**src/rtl/fqs_pkg.sv**
```systemverilog
// Shared types and codes for the FIFO queue with content search.
// No dependencies; imported by every module of the block except fqs_ram.
package fqs_pkg;

    // Default number of entries held by the queue
    localparam int DEPTH_DEF = 32;

    // Fixed field widths of the transaction payloads
    localparam int MODE_W   = 2;
    localparam int VALUE_W  = 32;
    localparam int STATUS_W = 3;
    localparam int POS_W    = 6;

    // Operation codes carried by the mode field
    localparam logic [MODE_W-1:0] MODE_ENQ  = 2'd0;
    localparam logic [MODE_W-1:0] MODE_DEQ  = 2'd1;
    localparam logic [MODE_W-1:0] MODE_SRCH = 2'd2;

    // Result status codes
    localparam logic [STATUS_W-1:0] ST_OK    = 3'd0;
    localparam logic [STATUS_W-1:0] ST_EMPTY = 3'd1;
    localparam logic [STATUS_W-1:0] ST_FULL  = 3'd2;
    localparam logic [STATUS_W-1:0] ST_MATCH = 3'd3;
    localparam logic [STATUS_W-1:0] ST_DONE  = 3'd4;

    // Input transaction
    typedef struct packed {
        logic [MODE_W-1:0]         mode;
        logic signed [VALUE_W-1:0] value;
    } t_in_item;

    // Result transaction
    typedef struct packed {
        logic [STATUS_W-1:0]       status;
        logic signed [VALUE_W-1:0] data;
        logic [POS_W-1:0]          position;
        logic [POS_W-1:0]          occupancy;
        logic                      last;
    } t_out_item;

endpackage

```
**src/rtl/fifo_queue_with_search.sv**
```systemverilog
// FIFO queue of signed words with content search. Enqueue, error and unused-mode
// results appear in the cycle after acceptance; a dequeue result passes through the RAM
// read register and then the output register. Search of n held words: one entry compared
// per cycle through a single comparator, pausing while a match waits for the output register.
// One transaction is in flight at a time; the next is taken once the block is idle.
// Synchronous active-low reset empties the queue; the entry RAM itself is not cleared.
// Depends on fqs_pkg and fqs_ram.
module fifo_queue_with_search #(
    parameter int DEPTH = fqs_pkg::DEPTH_DEF
) (
    input  logic              i_clk,
    input  logic              i_rst_n,
    input  logic              i_in_valid,
    output logic              o_in_stall,
    input  fqs_pkg::t_in_item i_in_data,
    output logic              o_out_valid,
    input  logic              i_out_stall,
    output fqs_pkg::t_out_item o_out_data
);

    import fqs_pkg::*;

    localparam int AW = $clog2(DEPTH);
    localparam int CW = $clog2(DEPTH + 1);

    // Sequencer states
    typedef enum logic [3:0] {
        S_IDLE = 4'b0001,
        S_DEQ  = 4'b0010,
        S_SRCH = 4'b0100,
        S_DONE = 4'b1000
    } t_state;

    t_state               r_state, n_state;
    logic [AW-1:0]        r_head, n_head;
    logic [AW-1:0]        r_tail, n_tail;
    logic [CW-1:0]        r_count, n_count;
    logic [CW-1:0]        r_idx, n_idx;
    logic [AW-1:0]        r_addr, n_addr;
    logic [VALUE_W-1:0]   r_key, n_key;
    logic                 r_out_valid, n_out_valid;
    t_out_item            r_out, n_out;

    logic                 in_acc;
    logic                 out_free;
    logic                 hit;
    logic                 wr_en;
    logic                 rd_en;
    logic [AW-1:0]        rd_addr;
    logic [VALUE_W-1:0]   rd_data;

    // Circular pointer steps
    function automatic logic [AW-1:0] ptr_inc(input logic [AW-1:0] p);
        return (p == AW'(DEPTH - 1)) ? '0 : p + 1'b1;
    endfunction

    function automatic logic [AW-1:0] ptr_dec(input logic [AW-1:0] p);
        return (p == '0) ? AW'(DEPTH - 1) : p - 1'b1;
    endfunction

    // Entry storage
    fqs_ram #(
        .WIDTH(VALUE_W),
        .DEPTH(DEPTH)
    ) u_ram (
        .i_clk    (i_clk),
        .i_wr_en  (wr_en),
        .i_wr_addr(r_tail),
        .i_wr_data(i_in_data.value),
        .i_rd_en  (rd_en),
        .i_rd_addr(rd_addr),
        .o_rd_data(rd_data)
    );

    assign out_free   = !r_out_valid || !i_out_stall;
    assign o_in_stall = !((r_state == S_IDLE) && out_free);
    assign in_acc     = i_in_valid && !o_in_stall;
    // Shared comparator
    assign hit        = (rd_data == r_key);

    // Sequencer and result formation
    always_comb begin
        n_state     = r_state;
        n_head      = r_head;
        n_tail      = r_tail;
        n_count     = r_count;
        n_idx       = r_idx;
        n_addr      = r_addr;
        n_key       = r_key;
        n_out       = r_out;
        n_out_valid = r_out_valid && i_out_stall;
        wr_en       = 1'b0;
        rd_en       = 1'b0;
        rd_addr     = r_addr;

        unique case (r_state)
            S_IDLE: begin
                if (in_acc) begin
                    unique case (i_in_data.mode)
                        MODE_ENQ: begin
                            n_out_valid = 1'b1;
                            if (r_count == CW'(DEPTH)) begin
                                n_out = '{status: ST_FULL, data: '0, position: '0,
                                          occupancy: POS_W'(r_count), last: 1'b1};
                            end else begin
                                wr_en   = 1'b1;
                                n_tail  = ptr_inc(r_tail);
                                n_count = r_count + 1'b1;
                                n_out   = '{status: ST_OK, data: '0, position: '0,
                                            occupancy: POS_W'(r_count + 1'b1), last: 1'b1};
                            end
                        end
                        MODE_DEQ: begin
                            if (r_count == '0) begin
                                n_out_valid = 1'b1;
                                n_out = '{status: ST_EMPTY, data: '0, position: '0,
                                          occupancy: '0, last: 1'b1};
                            end else begin
                                rd_en   = 1'b1;
                                rd_addr = r_head;
                                n_state = S_DEQ;
                            end
                        end
                        MODE_SRCH: begin
                            if (r_count == '0) begin
                                n_out_valid = 1'b1;
                                n_out = '{status: ST_DONE, data: '0, position: '0,
                                          occupancy: '0, last: 1'b1};
                            end else begin
                                rd_en   = 1'b1;
                                rd_addr = ptr_dec(r_tail);
                                n_addr  = ptr_dec(r_tail);
                                n_idx   = r_count;
                                n_key   = i_in_data.value;
                                n_state = S_SRCH;
                            end
                        end
                        default: begin
                            n_out_valid = 1'b1;
                            n_out = '{status: ST_OK, data: '0, position: '0,
                                      occupancy: POS_W'(r_count), last: 1'b1};
                        end
                    endcase
                end
            end
            S_DEQ: begin
                // Output register is empty here: it was free when the transaction was taken
                n_out_valid = 1'b1;
                n_out = '{status: ST_OK, data: rd_data, position: '0,
                          occupancy: POS_W'(r_count - 1'b1), last: 1'b1};
                n_count = r_count - 1'b1;
                n_head  = ptr_inc(r_head);
                n_state = S_IDLE;
            end
            S_SRCH: begin
                // Advance unless a match must wait for the output register
                if (!hit || out_free) begin
                    if (hit) begin
                        n_out_valid = 1'b1;
                        n_out = '{status: ST_MATCH, data: '0, position: POS_W'(r_idx),
                                  occupancy: POS_W'(r_count), last: 1'b0};
                    end
                    if (r_idx == CW'(1)) begin
                        n_state = S_DONE;
                    end else begin
                        rd_en   = 1'b1;
                        rd_addr = ptr_dec(r_addr);
                        n_addr  = ptr_dec(r_addr);
                        n_idx   = r_idx - 1'b1;
                    end
                end
            end
            S_DONE: begin
                if (out_free) begin
                    n_out_valid = 1'b1;
                    n_out = '{status: ST_DONE, data: '0, position: '0,
                              occupancy: POS_W'(r_count), last: 1'b1};
                    n_state = S_IDLE;
                end
            end
            default: begin
                n_state = S_IDLE;
            end
        endcase
    end

    // Control registers
    always_ff @(posedge i_clk) begin
        if (!i_rst_n) begin
            r_state     <= S_IDLE;
            r_head      <= '0;
            r_tail      <= '0;
            r_count     <= '0;
            r_out_valid <= 1'b0;
        end else begin
            r_state     <= n_state;
            r_head      <= n_head;
            r_tail      <= n_tail;
            r_count     <= n_count;
            r_out_valid <= n_out_valid;
        end
    end

    // Payload registers
    always_ff @(posedge i_clk) begin
        r_idx  <= n_idx;
        r_addr <= n_addr;
        r_key  <= n_key;
        r_out  <= n_out;
    end

    assign o_out_valid = r_out_valid;
    assign o_out_data  = r_out;

endmodule

```
**src/rtl/fqs_ram.sv**
```systemverilog
// Generic single-write, single-read RAM with a registered read port.
// No dependencies.
module fqs_ram #(
    parameter int WIDTH = 32,
    parameter int DEPTH = 32
) (
    input  logic                     i_clk,
    input  logic                     i_wr_en,
    input  logic [$clog2(DEPTH)-1:0] i_wr_addr,
    input  logic [WIDTH-1:0]         i_wr_data,
    input  logic                     i_rd_en,
    input  logic [$clog2(DEPTH)-1:0] i_rd_addr,
    output logic [WIDTH-1:0]         o_rd_data
);

    logic [WIDTH-1:0] r_mem [DEPTH];
    logic [WIDTH-1:0] r_rd_data;

    // Write port
    always_ff @(posedge i_clk) begin
        if (i_wr_en) begin
            r_mem[i_wr_addr] <= i_wr_data;
        end
    end

    // Registered read; hold the last word when not enabled
    always_ff @(posedge i_clk) begin
        if (i_rd_en) begin
            r_rd_data <= r_mem[i_rd_addr];
        end
    end

    assign o_rd_data = r_rd_data;

endmodule

```
**config.mk**
```make
export PLATFORM = sky130hd
export DESIGN_NAME = fifo_queue_with_search
export DESIGN_NICKNAME = d
export VERILOG_FILES = /design/src/rtl/fqs_pkg.sv /design/src/rtl/fifo_queue_with_search.sv /design/src/rtl/fqs_ram.sv
export SDC_FILE = /design/constraint.sdc
export NUM_CORES = 2
export LEC_CHECK = 0
export ABC_AREA = 1
export BUFFER_PORTS_ARGS = -buffer_cell sky130_fd_sc_hd__buf_4
export CORE_MARGIN = 1.5
export CORE_UTILIZATION = 37
export CTS_CLUSTER_DIAMETER = 120
export DETAILED_ROUTE_END_ITERATION = 8
export HOLD_SLACK_MARGIN = 0.03
export PLACE_DENSITY = 0.57
export SKIP_LAST_GASP = 1
export SYNTH_ARGS = -nofsm -noshare
export SYNTH_HDL_FRONTEND = slang
export SYNTH_SLANG_ARGS = --single-unit
```
**constraint.sdc**
```tcl
create_clock -name i_clk -period 6.9 [get_ports i_clk]
set_clock_uncertainty 0.15 [all_clocks]
set_input_delay 1.035 -clock i_clk [delete_from_list [all_inputs] [get_ports i_clk]]
set_output_delay 1.035 -clock i_clk [all_outputs]
set_load 0.005 [all_outputs]
```
==> reports/results.txt <==
Status = finished, final reports clean
Clk buf depth = 3
Least-Margin Pin Slew = 1360 ps
Commonest non-fill, non-tap cell in the layout = nand2_1
RSZ-0062 raised after global routing = false
Final setup vio count = 0
Clk Tree Root Cell = clkbuf_16
Slew HR = 0.0942
Final core utilization = 0.418
DRT iter0 DRCs = 3924
Final Max Tran Viols = 0
Initial antenna violation count = 5
Post_cts resized = 0
Post-CTS Hold Buffers = 0
Worst skew pair latency = 730 ps
Average routed wire per standard cell = 23.0 microns
Detailed-placement wirelength estimate = 80700 microns
Avg Vias per Cell = 5.33
Register area share after synthesis = 0.680
First-pass GRT wire length = 222000 microns
GRT Total Usage = 0.212
Core Footprint = 137000 sq um
Largest net degree at the start of global routing = 186
Synth unique cells = 42
Via count = 35.1k
Post-Synthesis Cell Area = 51200 sq um
DP Worst Slack = 1880 ps
NumNets Final = 4751
Die X = 375 microns
Maximum operating frequency = 0.207 GHz
Max_cap viols = 0
Synth Register Bits = 1168
Starting Density = 0.373
Pwr Total = 26600 uW
CP endpoint kind = flip-flop
Die Y = 375 microns
H-tree depth = 3
CTS tree = yes
Postcts setup bufs = 0
Drt drc = 0
Setup tns final = 0 ps
Remaining Overflow, GRT = 0
Num CTS Buffers = 119
Maximum VDD drop = 411 uV
Crit path DAT = 5120 ps
Worst Hold Class = reg -> reg
Yosys warnings = 0
Leak pwr = 0.0223 uW
Post-layout minimum cycle time = 4830 ps
Ratio of final minimum period to clock period = 0.700
Crit Path Class = reg -> reg
I/O pin count = 88
Clock Sinks = 1168
First-pass DRT Iterations = 6
Syn Area/Cell = 10.9 sq um
Required time worst endpoint = 7190 ps
Antenna-violating nets left = 0
Mapped Nets = 4745
Crit Path Max Fanout = 65
PwrDens = 462 nW/um^2
Fin. Hold Viols = 0
Fraction of layout cells with a size suffix above 1 = 0.0834
# rows = 136
Die area = 141000 sq um
Vias in the first global route = 33.0k
Fin worst setup slack = 2070 ps
Layout area overhead = 12.2%
Startpoint types = flip-flop
Commonest non-fill, non-tap cells in the layout = nand2_1, edfxtp_1, nand3_1, inv_1, nand3b_1
Buffers on Ports = 87
Total Wirelength = 152000 microns
Mapped Cells = 4688
Gpl congestion = 0.855
Worst hold slack = 342 ps
Clock transition at the registers of the reported paths = 60 ps
-- cell usage after synthesis, drive strengths merged --
master	n	area, sq um
a31oi	3	18.8
o211ai	8	60.1
clkinv	1	3.75
nand2	1185	4480
clkbuf	51	191
o21a	1	7.51
a311oi	1	8.76
nor3	15	80.1
buf	232	1260
nor2	112	443
o221ai	3	26.3
xor2	9	78.8
inv	525	1970
or2	1	6.26
a22oi	1	7.51
xnor2	23	201
nand3	1022	5130
ha	19	238
o21ai	42	210
nand3b	224	1680
o31ai	1	7.51
a211oi	3	22.5
edfxtp	1147	34400
a2111o	1	11.3
a21oi	25	125
nand4	8	71.3
a2111oi	1	8.76
nor4	3	18.8
dfxtp	21	420
-- area by class of cell --
type	instances	area (sq um)
inverters	526	1980
well taps	1794	2240
repair buffers	168	1460
flip-flops and latches	1168	34900
multi-input cells	2711	13300
fillers	12982	80000
diodes	1	2.50
clock inverters	52	467
clock buffers	160	3230
-- cell families (layout without fill, tap and decap cells) --
kind of cell             after synthesis  after routing  synth area share
adder cells (fa/ha/maj)               19             19           0.00464
flip-flops                          1168           1168             0.680
AND/OR/NAND/NOR                     2570           2570             0.232
AO/OA/AOI/OAI                         90             90            0.0100
other                                  0              1                 0
XOR/XNOR                              32             32           0.00547
buffers and inverters                809            906            0.0669
-- power by group --
part           switching [uW]  internal, uW  total (uW)
sequential                172          8320        8490
clock                    2680          3550        6230
combinational            8420          3450       11900
-- flip-flops by register name, indices dropped and copies added, names as in the netlist --
| signal | cells |
|---|---|
| r_addr | 5 |
| u_ram.o_rd_data | 32 |
| o_out_data | 48 |
| u_ram.r_mem | 1024 |
| r_state | 4 |
| r_key | 32 |
| r_tail | 5 |
| r_count | 6 |
| o_out_valid | 1 |
| r_idx | 6 |
| r_head | 5 |
-- metrics by stage --
stage,cell area [sq um],instances
3_5_place_dp,53800,6367
2_1_floorplan,51200,4688
5_1_grt,57500,6580
6_report,57500,6580
4_1_cts,57500,6579
3_3_place_gp,53800,6367
-- path summary, 6_finish.rpt --
kind | startpoint | endpoint | slack, ps | depth (start not counted)
setup / recovery | u_ram.o_rd_data[0] | u_ram.o_rd_data[14] | 2070 | 17
hold / removal | r_head[0] | r_head[0] | 340 | 2
setup reg to reg | u_ram.o_rd_data[0] | u_ram.o_rd_data[14] | 2070 | 17
hold reg to reg | r_head[0] | r_head[0] | 340 | 2
-- layer usage --
layer,wire (microns),global-route usage
met1,66700,0.306
met2,66700,0.318
met3,13400,0.0481
met4,4750,0.0667
met5,40,0
-- critical path: stages (launching register included) --
cell and delay (ps):
edfxtp_1 580, xnor2_1 430, nand2_1 90, nor2_1 240
nand2_1 110, nor2_2 190, nand3_2 180, inv_1 200
a21oi_1 90, o21ai_1 190, nand2_4 490, inv_8 560
buf_12 430, nand3_1 130, nand3_1 150, nand2_1 70
nand2_1 60, nand2_1 150
(Power assumes the default switching activity.)
